<file path="config.mk">
export PLATFORM = sky130hd
export DESIGN_NAME = rev_ramped_gain_blend
export DESIGN_NICKNAME = d
export VERILOG_FILES = /design/src/rrgb_pkg.sv /design/src/rrgb_front.sv /design/src/rrgb_queue.sv /design/src/rrgb_back.sv /design/src/rev_ramped_gain_blend.sv
export VERILOG_INCLUDE_DIRS = /design/src /design/src/src
export SDC_FILE = /design/constraint.sdc
export NUM_CORES = 1
export LEC_CHECK = 0
export BUFFER_PORTS_ARGS = -buffer_cell sky130_fd_sc_hd__clkbuf_2
export CAP_MARGIN = 20
export CORE_MARGIN = 3
export CORE_UTILIZATION = 30
export DETAILED_ROUTE_END_ITERATION = 16
export GPL_ROUTABILITY_DRIVEN = 0
export PLACE_DENSITY = 0.52
export SYNTH_ARGS = -nofsm -noshare
export SYNTH_HDL_FRONTEND = slang
export SYNTH_HIERARCHICAL = 1
export SYNTH_SLANG_ARGS = --single-unit
</file>
<file path="constraint.sdc">
create_clock -name clk -period 11.45 [get_ports clk]
set_input_delay 2.29 -clock clk [delete_from_list [all_inputs] [get_ports clk]]
set_output_delay 2.29 -clock clk [all_outputs]
set_load 0.02 [all_outputs]
</file>
<file path="src/rev_ramped_gain_blend_assert.svh">
// Assertion macros for the ramped gain blend block.
// Taken in by the RTL files that carry concurrent checks; no other dependencies.
`ifndef REV_RAMPED_GAIN_BLEND_ASSERT_SVH
`define REV_RAMPED_GAIN_BLEND_ASSERT_SVH

`ifndef SYNTHESIS
// Same-cycle implication, disabled while reset is asserted
`define RRGB_ASSERT_SAME(label, clk, rst_n, ante, cons) \
    label: assert property (@(posedge clk) disable iff (!rst_n) (ante) |-> (cons)) \
        else $error("%m: check failed");
// Next-cycle implication, disabled while reset is asserted
`define RRGB_ASSERT_NEXT(label, clk, rst_n, ante, cons) \
    label: assert property (@(posedge clk) disable iff (!rst_n) (ante) |=> (cons)) \
        else $error("%m: check failed");
`else
`define RRGB_ASSERT_SAME(label, clk, rst_n, ante, cons)
`define RRGB_ASSERT_NEXT(label, clk, rst_n, ante, cons)
`endif

`endif

</file>
<file path="src/rrgb_pkg.sv">
// Shared types and constants for the ramped gain blend block.
// No dependencies; used by every module of the block.
`timescale 1ns / 1ps
`default_nettype none

package rrgb_pkg;

    // Field widths
    localparam int unsigned GainW    = 10;
    localparam int unsigned SpeedW   = 16;
    localparam int unsigned ThrW     = 8;
    localparam int unsigned RevW     = 8;
    localparam int unsigned ProgW    = 16;
    localparam int unsigned CfgIdxW  = 4;
    localparam int unsigned CfgDataW = 16;

    // Divider: the quotient never exceeds the gain distance, so GainW bits suffice
    localparam int unsigned ProdW    = GainW + ProgW;
    localparam int unsigned DivSteps = GainW;
    localparam int unsigned StepW    = $clog2(DivSteps);

    // Queue between front and back
    localparam int unsigned QDepth = 2;
    localparam int unsigned QPtrW  = $clog2(QDepth);
    localparam int unsigned QCntW  = $clog2(QDepth + 1);

    // Gain of 1.00 in Q2.8
    localparam logic [GainW-1:0] UnityGain = 10'd256;

    // Operation codes
    localparam logic OpUpdate = 1'b0;
    localparam logic OpReset  = 1'b1;

    // Register indexes
    localparam logic [CfgIdxW-1:0] RegBaseGain   = 4'd0;
    localparam logic [CfgIdxW-1:0] RegSpeedThr   = 4'd1;
    localparam logic [CfgIdxW-1:0] RegThrottleThr = 4'd2;
    localparam logic [CfgIdxW-1:0] RegRampRevs   = 4'd3;

    // Register reset values
    localparam logic [GainW-1:0]  ResetBaseGain   = 10'd128;
    localparam logic [SpeedW-1:0] ResetSpeedThr   = 16'd9000;
    localparam logic [ThrW-1:0]   ResetThrottleThr = 8'd30;
    localparam logic [ProgW-1:0]  ResetRampRevs   = 16'd50;

    typedef struct packed {
        logic [GainW-1:0]  base_gain;
        logic [SpeedW-1:0] speed_threshold;
        logic [ThrW-1:0]   throttle_threshold;
        logic [ProgW-1:0]  ramp_revolutions;
    } cfg_t;

    // One classified item handed from front to back
    typedef struct packed {
        logic [ProgW-1:0] progress;
        logic [ProgW-1:0] span;
        logic [GainW-1:0] base_gain;
        logic             complete;
    } entry_t;

endpackage

`default_nettype wire

</file>
<file path="src/rrgb_front.sv">
// Front part: accepts items, updates ramp progress and the revolution mark.
// Depends on rrgb_pkg; pushes one entry per beat into rrgb_queue.
`timescale 1ns / 1ps
`default_nettype none

module rrgb_front
(
    input  wire logic                         clk,
    input  wire logic                         rst_n,
    input  wire logic                         in_valid,
    output logic                              in_stall,
    input  wire logic                         operation,
    input  wire logic [rrgb_pkg::SpeedW-1:0]  engine_speed,
    input  wire logic [rrgb_pkg::ThrW-1:0]    throttle,
    input  wire logic [rrgb_pkg::RevW-1:0]    revolution_count,
    input  wire rrgb_pkg::cfg_t               cfg,
    input  wire logic                         q_full,
    output logic                              q_push,
    output rrgb_pkg::entry_t                  q_entry
);

    logic [rrgb_pkg::ProgW-1:0] progress_reg;
    logic [rrgb_pkg::ProgW-1:0] progress_next;
    logic [rrgb_pkg::RevW-1:0]  last_rev_reg;

    logic                       accept;
    logic [rrgb_pkg::ProgW-1:0] span;
    logic [rrgb_pkg::ProgW-1:0] clamped;
    logic [rrgb_pkg::RevW-1:0]  delta;
    logic                       in_band;
    logic [rrgb_pkg::ProgW:0]   sum;
    logic [rrgb_pkg::ProgW-1:0] rise;
    logic [rrgb_pkg::ProgW-1:0] fall;

    // Take a beat whenever the queue has room
    assign in_stall = q_full;
    assign accept   = in_valid && !q_full;

    // Classify the item and work out the new progress
    always_comb
    begin
        span    = (cfg.ramp_revolutions == '0) ? rrgb_pkg::ProgW'(1) : cfg.ramp_revolutions;
        clamped = (progress_reg > span) ? span : progress_reg;
        delta   = revolution_count - last_rev_reg;
        in_band = (engine_speed >= cfg.speed_threshold)
                  && (throttle >= cfg.throttle_threshold);
        sum     = (rrgb_pkg::ProgW+1)'(clamped) + (rrgb_pkg::ProgW+1)'(delta);
        rise    = (sum > (rrgb_pkg::ProgW+1)'(span)) ? span : sum[rrgb_pkg::ProgW-1:0];
        fall    = (rrgb_pkg::ProgW'(delta) >= clamped) ? '0
                  : clamped - rrgb_pkg::ProgW'(delta);

        if (operation == rrgb_pkg::OpReset)
        begin
            progress_next = '0;
        end
        else if (in_band)
        begin
            progress_next = rise;
        end
        else
        begin
            progress_next = fall;
        end
    end

    // Hand the result of the update to the back part
    assign q_push            = accept;
    assign q_entry.progress  = progress_next;
    assign q_entry.span      = span;
    assign q_entry.base_gain = cfg.base_gain;
    assign q_entry.complete  = (progress_next >= span);

    // Advance ramp state on each accepted beat
    always_ff @(posedge clk or negedge rst_n)
    begin
        if (!rst_n)
        begin
            progress_reg <= '0;
            last_rev_reg <= '0;
        end
        else if (accept)
        begin
            progress_reg <= progress_next;
            last_rev_reg <= revolution_count;
        end
    end

endmodule

`default_nettype wire

</file>
<file path="src/rrgb_queue.sv">
// Short FIFO of classified entries between the front and back parts.
// Depends on rrgb_pkg for the entry type and depth.
`timescale 1ns / 1ps
`default_nettype none

module rrgb_queue
(
    input  wire logic             clk,
    input  wire logic             rst_n,
    input  wire logic             push,
    input  wire rrgb_pkg::entry_t push_entry,
    input  wire logic             pop,
    output rrgb_pkg::entry_t      head,
    output logic                  full,
    output logic                  empty
);

    rrgb_pkg::entry_t               slot_reg [rrgb_pkg::QDepth];
    logic [rrgb_pkg::QPtrW-1:0]     wr_ptr_reg;
    logic [rrgb_pkg::QPtrW-1:0]     rd_ptr_reg;
    logic [rrgb_pkg::QCntW-1:0]     count_reg;
    logic [rrgb_pkg::QCntW-1:0]     count_next;
    logic                           do_push;
    logic                           do_pop;

    assign full    = (count_reg == rrgb_pkg::QCntW'(rrgb_pkg::QDepth));
    assign empty   = (count_reg == '0);
    assign do_push = push && !full;
    assign do_pop  = pop && !empty;
    assign head    = slot_reg[rd_ptr_reg];

    always_comb
    begin
        count_next = count_reg;
        if (do_push && !do_pop)
        begin
            count_next = count_reg + 1'b1;
        end
        else if (do_pop && !do_push)
        begin
            count_next = count_reg - 1'b1;
        end
    end

    // Advance pointers and occupancy
    always_ff @(posedge clk or negedge rst_n)
    begin
        if (!rst_n)
        begin
            wr_ptr_reg <= '0;
            rd_ptr_reg <= '0;
            count_reg  <= '0;
        end
        else
        begin
            count_reg <= count_next;
            if (do_push)
            begin
                wr_ptr_reg <= (wr_ptr_reg == rrgb_pkg::QPtrW'(rrgb_pkg::QDepth - 1))
                              ? '0 : wr_ptr_reg + 1'b1;
            end
            if (do_pop)
            begin
                rd_ptr_reg <= (rd_ptr_reg == rrgb_pkg::QPtrW'(rrgb_pkg::QDepth - 1))
                              ? '0 : rd_ptr_reg + 1'b1;
            end
        end
    end

    // Store the pushed entry
    always_ff @(posedge clk)
    begin
        if (do_push)
        begin
            slot_reg[wr_ptr_reg] <= push_entry;
        end
    end

endmodule

`default_nettype wire

</file>
<file path="src/rrgb_back.sv">
// Back part: scales the gain distance by progress, divides by the span
// serially and holds the result beat. Depends on rrgb_pkg and the assert macros.
`timescale 1ns / 1ps
`default_nettype none
`include "rev_ramped_gain_blend_assert.svh"

module rrgb_back
(
    input  wire logic                         clk,
    input  wire logic                         rst_n,
    input  wire logic                         q_empty,
    input  wire rrgb_pkg::entry_t             q_head,
    output logic                              q_pop,
    output logic                              out_valid,
    input  wire logic                         out_stall,
    output logic [rrgb_pkg::GainW-1:0]        gain,
    output logic                              ramp_complete
);

    typedef enum logic [3:0] {
        S_IDLE = 4'b0001,
        S_MUL  = 4'b0010,
        S_DIV  = 4'b0100,
        S_DONE = 4'b1000
    } state_t;

    state_t                      state_reg, state_next;
    logic [rrgb_pkg::StepW-1:0]  step_reg, step_next;
    logic                        out_valid_reg, out_valid_next;

    logic                        down_reg, down_next;
    logic [rrgb_pkg::GainW-1:0]  d_reg, d_next;
    logic [rrgb_pkg::GainW-1:0]  base_reg, base_next;
    logic [rrgb_pkg::ProgW-1:0]  prog_reg, prog_next;
    logic [rrgb_pkg::ProgW-1:0]  span_reg, span_next;
    logic                        complete_reg, complete_next;
    logic [rrgb_pkg::ProgW-1:0]  rem_reg, rem_next;
    logic [rrgb_pkg::GainW-1:0]  quo_reg, quo_next;
    logic [rrgb_pkg::GainW-1:0]  gain_reg, gain_next;
    logic                        out_complete_reg, out_complete_next;

    logic [rrgb_pkg::ProdW-1:0]  product;
    logic [rrgb_pkg::ProgW:0]    trial;
    logic [rrgb_pkg::ProgW:0]    diff;
    logic                        trial_ge;
    logic                        head_down;
    logic                        out_free;
    logic                        load_out;

    assign head_down = (q_head.base_gain > rrgb_pkg::UnityGain);
    assign product   = rrgb_pkg::ProdW'(d_reg) * rrgb_pkg::ProdW'(prog_reg);
    assign trial     = {rem_reg, quo_reg[rrgb_pkg::GainW-1]};
    assign diff      = trial - (rrgb_pkg::ProgW+1)'(span_reg);
    assign trial_ge  = (trial >= (rrgb_pkg::ProgW+1)'(span_reg));
    assign out_free  = !out_valid_reg || !out_stall;
    assign load_out  = (state_reg == S_DONE) && out_free;
    assign q_pop     = (state_reg == S_IDLE) && !q_empty;

    // Sequence one entry: fetch, multiply, divide, deliver
    always_comb
    begin
        state_next        = state_reg;
        step_next         = step_reg;
        down_next         = down_reg;
        d_next            = d_reg;
        base_next         = base_reg;
        prog_next         = prog_reg;
        span_next         = span_reg;
        complete_next     = complete_reg;
        rem_next          = rem_reg;
        quo_next          = quo_reg;
        gain_next         = gain_reg;
        out_complete_next = out_complete_reg;
        out_valid_next    = out_valid_reg;

        if (out_valid_reg && !out_stall)
        begin
            out_valid_next = 1'b0;
        end

        unique case (state_reg)
            S_IDLE:
            begin
                if (!q_empty)
                begin
                    down_next     = head_down;
                    d_next        = head_down ? q_head.base_gain - rrgb_pkg::UnityGain
                                              : rrgb_pkg::UnityGain - q_head.base_gain;
                    base_next     = q_head.base_gain;
                    prog_next     = q_head.progress;
                    span_next     = q_head.span;
                    complete_next = q_head.complete;
                    state_next    = S_MUL;
                end
            end
            S_MUL:
            begin
                // The upper part is below the span because the quotient fits GainW bits
                rem_next   = product[rrgb_pkg::ProdW-1:rrgb_pkg::GainW];
                quo_next   = product[rrgb_pkg::GainW-1:0];
                step_next  = '0;
                state_next = S_DIV;
            end
            S_DIV:
            begin
                rem_next = trial_ge ? diff[rrgb_pkg::ProgW-1:0] : trial[rrgb_pkg::ProgW-1:0];
                quo_next = {quo_reg[rrgb_pkg::GainW-2:0], trial_ge};
                if (step_reg == rrgb_pkg::StepW'(rrgb_pkg::DivSteps - 1))
                begin
                    state_next = S_DONE;
                end
                else
                begin
                    step_next = step_reg + 1'b1;
                end
            end
            S_DONE:
            begin
                if (out_free)
                begin
                    gain_next         = down_reg ? base_reg - quo_reg : base_reg + quo_reg;
                    out_complete_next = complete_reg;
                    out_valid_next    = 1'b1;
                    state_next        = S_IDLE;
                end
            end
            default:
            begin
                state_next = S_IDLE;
            end
        endcase
    end

    // Control registers
    always_ff @(posedge clk or negedge rst_n)
    begin
        if (!rst_n)
        begin
            state_reg     <= S_IDLE;
            step_reg      <= '0;
            out_valid_reg <= 1'b0;
        end
        else
        begin
            state_reg     <= state_next;
            step_reg      <= step_next;
            out_valid_reg <= out_valid_next;
        end
    end

    // Datapath registers
    always_ff @(posedge clk)
    begin
        down_reg         <= down_next;
        d_reg            <= d_next;
        base_reg         <= base_next;
        prog_reg         <= prog_next;
        span_reg         <= span_next;
        complete_reg     <= complete_next;
        rem_reg          <= rem_next;
        quo_reg          <= quo_next;
        gain_reg         <= gain_next;
        out_complete_reg <= out_complete_next;
    end

    assign out_valid     = out_valid_reg;
    assign gain          = gain_reg;
    assign ramp_complete = out_complete_reg;

    // Partial remainder stays below the divisor throughout the division
    `RRGB_ASSERT_SAME(a_rem_below_span, clk, rst_n, state_reg == S_DIV, rem_reg < span_reg)
    // Quotient never exceeds the gain distance, so the result stays in range
    `RRGB_ASSERT_SAME(a_quo_in_range, clk, rst_n, state_reg == S_DONE, quo_reg <= d_reg)
    // Last divide step hands over to delivery
    `RRGB_ASSERT_NEXT(a_div_ends, clk, rst_n,
        (state_reg == S_DIV) && (step_reg == rrgb_pkg::StepW'(rrgb_pkg::DivSteps - 1)),
        state_reg == S_DONE)
    // A free output slot takes the result and frees the sequencer
    `RRGB_ASSERT_NEXT(a_deliver, clk, rst_n, load_out, out_valid_reg && (state_reg == S_IDLE))

endmodule

`default_nettype wire

</file>
<file path="src/rev_ramped_gain_blend.sv">
// Top level of the ramped gain blend block: configuration registers and the
// front, queue and back parts. Depends on rrgb_pkg, rrgb_front, rrgb_queue, rrgb_back.
`timescale 1ns / 1ps
`default_nettype none

// Ramped gain blend. Each input beat either updates the ramp from engine
// speed, throttle and the 8-bit crank revolution counter, or resets the ramp
// (operation 1) and resyncs the counter. Every input beat yields exactly one
// output beat with a Q2.8 gain interpolated from base_gain toward 1.00 and a
// flag that is set once progress reaches the span. The front takes a beat and
// queues it (two entries); the back then handles each item in turn: it
// fetches the entry, does the 10x16 multiply, runs 10 restoring divide steps
// and loads the output register once it is free, and it takes the next entry
// only after that load, so the serial divider bounds the sustained throughput.
// Configuration writes (cfg_we, cfg_index, cfg_data) take effect at once and
// are meant for idle periods; indexes above 3 are ignored.
module rev_ramped_gain_blend
(
    input  wire logic                           clk,
    input  wire logic                           rst_n,
    input  wire logic                           cfg_we,
    input  wire logic [rrgb_pkg::CfgIdxW-1:0]   cfg_index,
    input  wire logic [rrgb_pkg::CfgDataW-1:0]  cfg_data,
    input  wire logic                           in_valid,
    output logic                                in_stall,
    input  wire logic                           operation,
    input  wire logic [rrgb_pkg::SpeedW-1:0]    engine_speed,
    input  wire logic [rrgb_pkg::ThrW-1:0]      throttle,
    input  wire logic [rrgb_pkg::RevW-1:0]      revolution_count,
    output logic                                out_valid,
    input  wire logic                           out_stall,
    output logic [rrgb_pkg::GainW-1:0]          gain,
    output logic                                ramp_complete
);

    rrgb_pkg::cfg_t   cfg_reg;
    logic             q_full;
    logic             q_empty;
    logic             q_push;
    logic             q_pop;
    rrgb_pkg::entry_t q_entry;
    rrgb_pkg::entry_t q_head;

    // Write configuration registers
    always_ff @(posedge clk or negedge rst_n)
    begin
        if (!rst_n)
        begin
            cfg_reg.base_gain          <= rrgb_pkg::ResetBaseGain;
            cfg_reg.speed_threshold    <= rrgb_pkg::ResetSpeedThr;
            cfg_reg.throttle_threshold <= rrgb_pkg::ResetThrottleThr;
            cfg_reg.ramp_revolutions   <= rrgb_pkg::ResetRampRevs;
        end
        else if (cfg_we)
        begin
            unique case (cfg_index)
                rrgb_pkg::RegBaseGain:
                    cfg_reg.base_gain <= cfg_data[rrgb_pkg::GainW-1:0];
                rrgb_pkg::RegSpeedThr:
                    cfg_reg.speed_threshold <= cfg_data[rrgb_pkg::SpeedW-1:0];
                rrgb_pkg::RegThrottleThr:
                    cfg_reg.throttle_threshold <= cfg_data[rrgb_pkg::ThrW-1:0];
                rrgb_pkg::RegRampRevs:
                    cfg_reg.ramp_revolutions <= cfg_data[rrgb_pkg::ProgW-1:0];
                default:
                begin
                    // drop writes to unused indexes
                end
            endcase
        end
    end

    rrgb_front u_front
    (
        .clk              (clk),
        .rst_n            (rst_n),
        .in_valid         (in_valid),
        .in_stall         (in_stall),
        .operation        (operation),
        .engine_speed     (engine_speed),
        .throttle         (throttle),
        .revolution_count (revolution_count),
        .cfg              (cfg_reg),
        .q_full           (q_full),
        .q_push           (q_push),
        .q_entry          (q_entry)
    );

    rrgb_queue u_queue
    (
        .clk        (clk),
        .rst_n      (rst_n),
        .push       (q_push),
        .push_entry (q_entry),
        .pop        (q_pop),
        .head       (q_head),
        .full       (q_full),
        .empty      (q_empty)
    );

    rrgb_back u_back
    (
        .clk           (clk),
        .rst_n         (rst_n),
        .q_empty       (q_empty),
        .q_head        (q_head),
        .q_pop         (q_pop),
        .out_valid     (out_valid),
        .out_stall     (out_stall),
        .gain          (gain),
        .ramp_complete (ramp_complete)
    );

endmodule

`default_nettype wire
</file>
Yosys cells after proc, flatten, opt, wreduce, memory -nomap -nowiden:

Memory sizes are Yosys's and may differ from the RTL's.
Cells that the tools add are included.

* register bits: 178
* bits in writable memories: 86
* bits of input ports: 58
* word-level logic and storage cells: 113
* memories: 1

Memory list
* u_queue.slot_reg: words 2, width 43, read ports 1, clocked after memory_dff 0, wr ports 1, RTL line rrgb_queue.sv:18 `rrgb_pkg::entry_t slot_reg [rrgb_pkg::QDepth];`

* $add $sub $neg: 13
* multipliers: 1
* magnitude comparators: 8
* equal/unequal tests: 13
* muxes and demuxes: 26
* bitwise operators: 1
* reductions and logical operators: 28

Operator list (count)
* $mux 16: 7
* $ge 16x16->1: 2
* $pmux 16 s2: 1
* $mul 10x16->26: 1
* $mux 10: 2
* $pmux 10 s2: 1
* $add 16x8->17: 1
* $ge 17x16->1: 1
* $gt 17x16->1: 1
* $ge 8x16->1: 1
* $gt 16x16->1: 1
* $logic_not 16->1: 1
* $mux 4: 4
* $pmux 4 s4: 1
* $sub 16x16->16: 1
* $sub 16x8->16: 1
* $reduce_and 2->1: 7
* $eq 4x2->1 const B: 3
* $add 10x10->10: 1
* $gt 10x9->1 const B: 1
* $sub 10x10->10: 1
* $sub 10x9->10 const B: 1
* $sub 9x10->10 const A: 1
* $eq 4x1->1 const B: 2
* 22 further kinds: 46

Depth between registers and ports, before layout:

* depth in word-level cells: 10
* mapped depth: 46

By module:

Netlist, hierarchy kept.

Modules (own cells, without submodules)
* rrgb_back: instances 1, cells each 1039, area an instance 10248.6 um2, seq. area each 2929.1 um2
* rrgb_front: instances 1, cells each 656, area an instance 5079.9 um2, seq. area each 600.6 um2
* rrgb_queue: instances 1, cells each 153, area an instance 3500.9 um2, seq. area each 2682.6 um2
* rev_ramped_gain_blend: instances 1, cells each 109, area an instance 1981.9 um2, seq. area each 1267.5 um2

Worst setup path before layout:

No wires, ideal clock.

* kind: input-to-reg
* start: input port revolution_count[0] in the netlist's numbering
* end: memory u_queue/slot_reg[0][0] in the netlist's numbering, data pin
* setup time: 0.276 ns
* data arrival time: 8.334 ns
* setup slack: 2.840 ns
* stages: 36
* cells stage by stage: inv_1 > ha_1 > inv_1 > fa_1 > a21o_1 > a21oi_1 > o21bai_1 > a21oi_1 > xnor2_1 > ha_1 > clkbuf_1 > nor3_1 > nor2_1 > and2_1 > nand3_1 > o21ai_0 > xnor2_1 > ha_1 > nand4_1 > nor4_1 > a32oi_1 > o21a_1 > a211oi_2 > buf_2 > mux2i_1 > o22ai_1 > and2_1 > ha_1 > a21o_1 > a21o_1 > a21o_1 > a21o_1 > a21o_1 > a211oi_1 > o21a_1 > o21ai_0

RTL lines
* from (decl): RTL line rev_ramped_gain_blend.sv:29 `input wire logic [rrgb_pkg::RevW-1:0] revolution_count,`
* to (decl): RTL line rrgb_queue.sv:18

==> summary.md <==
| Metric | Value |
|---|---|
| Worst setup margin | `1710 ps` |
| Root buf cell | `clkbuf_16` |
| Worst hold path class | `flip-flop to flip-flop` |
| Via/cell ratio | `4.89` |
| Post-synthesis area per instance | `10.6 µm²` |
| Drt first-iter violations | `712` |
| WL/cell | `17.1 µm` |
| Cell family with most CP delay | `compound AO/OA/AOI/OAI gates` |
| DRC viols | `0` |
| Final ANT Viol Nets | `0` |
| Die height | `269 µm` |
| Slowest CP cell | `dfrtp_1` |
| Fmax | `103 MHz` |
| Fin cells | `2917` |
| Port Buf Inserts | `70` |
| Critical path class | `flip-flop to flip-flop` |
| Synth Instances | `1957` |
| Area grow syn2layout | `9.96%` |
| Postcts setup bufs | `0` |
| Yosys top cell area share | `0.254` |
| Mux cell area share after synthesis | `0.0800` |
| Initial antenna violation count | `0` |
| Synth Area in XOR/XNOR | `0.0425` |
| Global-route wire length before repair | `82300 µm` |
| Max reg flops | `86` |
| Synth Area in Compound Gates | `0.108` |
| Cell taking the most area after synthesis | `edfxtp_1` |
| Placed inst area | `21900 µm²` |
| DP HPWL | `38400 µm` |
| Clock Pin Slew Worst Setup and Hold Paths | `60 ps` |
| Largest family of logic cells by synthesized area | `adder cells` |
| Core area | `68000 µm²` |
| Cell Count Post-Placement | `2862` |
| Synth async-reset ratio | `0.331` |
| Vias | `14256` |
| Setup Viol. Count Final | `0` |
| Final Skew | `18.8 ps` |
| Layout fillers | `6944` |
| Seq/Total Area, Yosys | `0.359` |
| Number of max-cap violations | `0` |
| Final Hold Vio Count | `0` |
| Status | `complete, no violations` |
| Max incr delay on CP | `530 ps` |
| Post-synthesis register bit count | `263` |
| Critical path peak fanout | `39` |
| Worst-margin pin slew | `1080 ps` |
| Crit path time final | `9740 ps` |
| Crit path DAT | `10020 ps` |
| Synth Area in Simple Gates | `0.119` |
| Distinct cell type count after synthesis | `92` |
| First-pass iteration count of the detailed router | `5` |
| Synthesized Nets | `2317` |
| Post-route setup TNS | `0 ps` |
| Clk sinks | `263` |
| Post-CTS Resized | `0` |
| Buffers and inverters on the worst path | `4` |
| CTS tree | `done` |
| Starting Density | `0.306` |
| Io pins | `71` |
| Routed WL | `50000 µm` |
| Final Cell Area | `22900 µm²` |
| Top FF cell, synth | `edfxtp_1` |
| Final slew viol count | `0` |
| Full die area | `72600 µm²` |
| Rel. slew slack | `0.277` |
| Die W | `269 µm` |
| # rows | `95` |
| GRT overflow | `0` |
| Top cells by area, synth | `edfxtp_1, ha_1, fa_1` |
| Syn. warnings | `6` |
| Post-Place Setup Slack | `1790 ps` |
| # diodes | `0` |
| Crit path launch type | `flip-flop` |
| Total track usage | `0.138` |
| CTS buffer count | `29` |
| Bufs on Longest Clock Path | `3` |
| CP dominant cell by count | `a21o_1` |
| Final period utilization | `0.850` |
| Vias in the first global route | `14896` |
| Post-synth EDFFs | `176` |
| Latest clock arrival within the worst-skew pair | `570 ps` |
| Worst Setup End Kind | `flip-flop` |
| Hold_buf cts | `0` |
| Synth Area in Adders | `0.223` |
| Nets@finish | `2333` |
| CP required | `11740 ps` |
| Cell Area, Synth | `20800 µm²` |
| Largest net degree at the start of global routing | `63` |
| RSZ-0062 raised after global routing | `no` |
| Share of layout cells above drive strength 1 | `0.139` |
| Htree depth | `1` |
## synth_stat cells (13+ instances only)
master and number:
nor2_1 87, o21ai_1 16, clkbuf_1 59, inv_1 236
dfstp_2 14, o21bai_1 16, xor2_1 33, mux2_4 49
nand2_1 163, xnor2_1 68, fa_1 115, nand4_1 18
nand3_1 36, mux2i_1 32, mux2_2 53, a21oi_1 92
nor3_1 32, and2_1 88, a211oi_1 17, o21ai_0 43
buf_4 13, edfxtp_1 176, a21o_1 30, ha_1 187
dfrtp_1 73, buf_2 14
## per-layer routing
layer / track usage / wire length [µm] / up-vias
li1: - / - / 6799
met3: 0.0126 / 1620 / 70
met2: 0.239 / 23900 / 271
met1: 0.185 / 23100 / 7116
met5: 0 / 0 / -
met4: 0.0394 / 1340 / 0
## kinds of logic after synthesis
logic type	after synthesis
buffers and inverters	335
AND/OR/NAND/NOR	492
multiplexers	135
adder cells (fa/ha/maj)	302
XOR/XNOR	101
flip-flops	263
AO/OA/AOI/OAI	329
## stage by stage
step / utilization / hold WS, ps
after floorplan: - / 400
after global placement: 0.322 / 404
after detailed placement: 0.322 / 417
after CTS: 0.336 / 433
after global routing: 0.337 / 438
final: 0.337 / 427
## cell type report
cell class | instances | area, µm² | area share
Clock inverter | 22 | 248 | 0.0108
Timing Repair Buffer | 82 | 455 | 0.0199
Multi-Input combinational cell | 1359 | 11900 | 0.521
Sequential cell | 263 | 7480 | 0.327
Tap cell | 921 | 1150 | 0.0504
Inverter | 238 | 893 | 0.0390
Clock buffer | 32 | 737 | 0.0322
## path summary, 6_finish.rpt
| check | start | endpoint | slack [ps] | depth (start not counted) |
|---|---|---|---|---|
| worst max-delay path | cfg_reg[8] | u_queue/slot_reg[1][0] | 1710 | 41 |
| worst min-delay path | u_back/complete_reg | u_back/ramp_complete | 430 | 0 |
| worst max register to register | cfg_reg[8] | u_queue/slot_reg[1][0] | 1710 | 41 |
| worst min register to register | u_back/complete_reg | u_back/ramp_complete | 430 | 0 |
| max in group asynchronous | rst_n | u_queue/rd_ptr_reg | 8600 | 2 |
| min in group asynchronous | rst_n | cfg_reg[39] | 1620 | 1 |
## cells in the final DEF (no fill, tap or decap), types with 43 or more instances in the layout
| master | count |
|---|---|
| o21ai_0 | 43 |
| mux2_4 | 49 |
| ha_1 | 187 |
| inv_1 | 236 |
| fa_1 | 115 |
| mux2_2 | 53 |
| nor2_1 | 86 |
| clkbuf_2 | 69 |
| xnor2_1 | 68 |
| and2_1 | 88 |
| nand2_1 | 163 |
| edfxtp_1 | 176 |
| dfrtp_1 | 72 |
| a21oi_1 | 92 |
## worst register-to-register path: cells and delay by family, from the launching register on
kind / cells / cell delay (ps)
simple gates: 12 / 2470
buf+inv: 4 / 1150
compound gates: 19 / 3580
flops: 1 / 530
xor+xnor: 1 / 170
fa+ha+maj: 5 / 1570
Power is left out: the tool's default activity adds up to more than one toggle a clock period on the data nets, which glitch-free logic cannot reach.
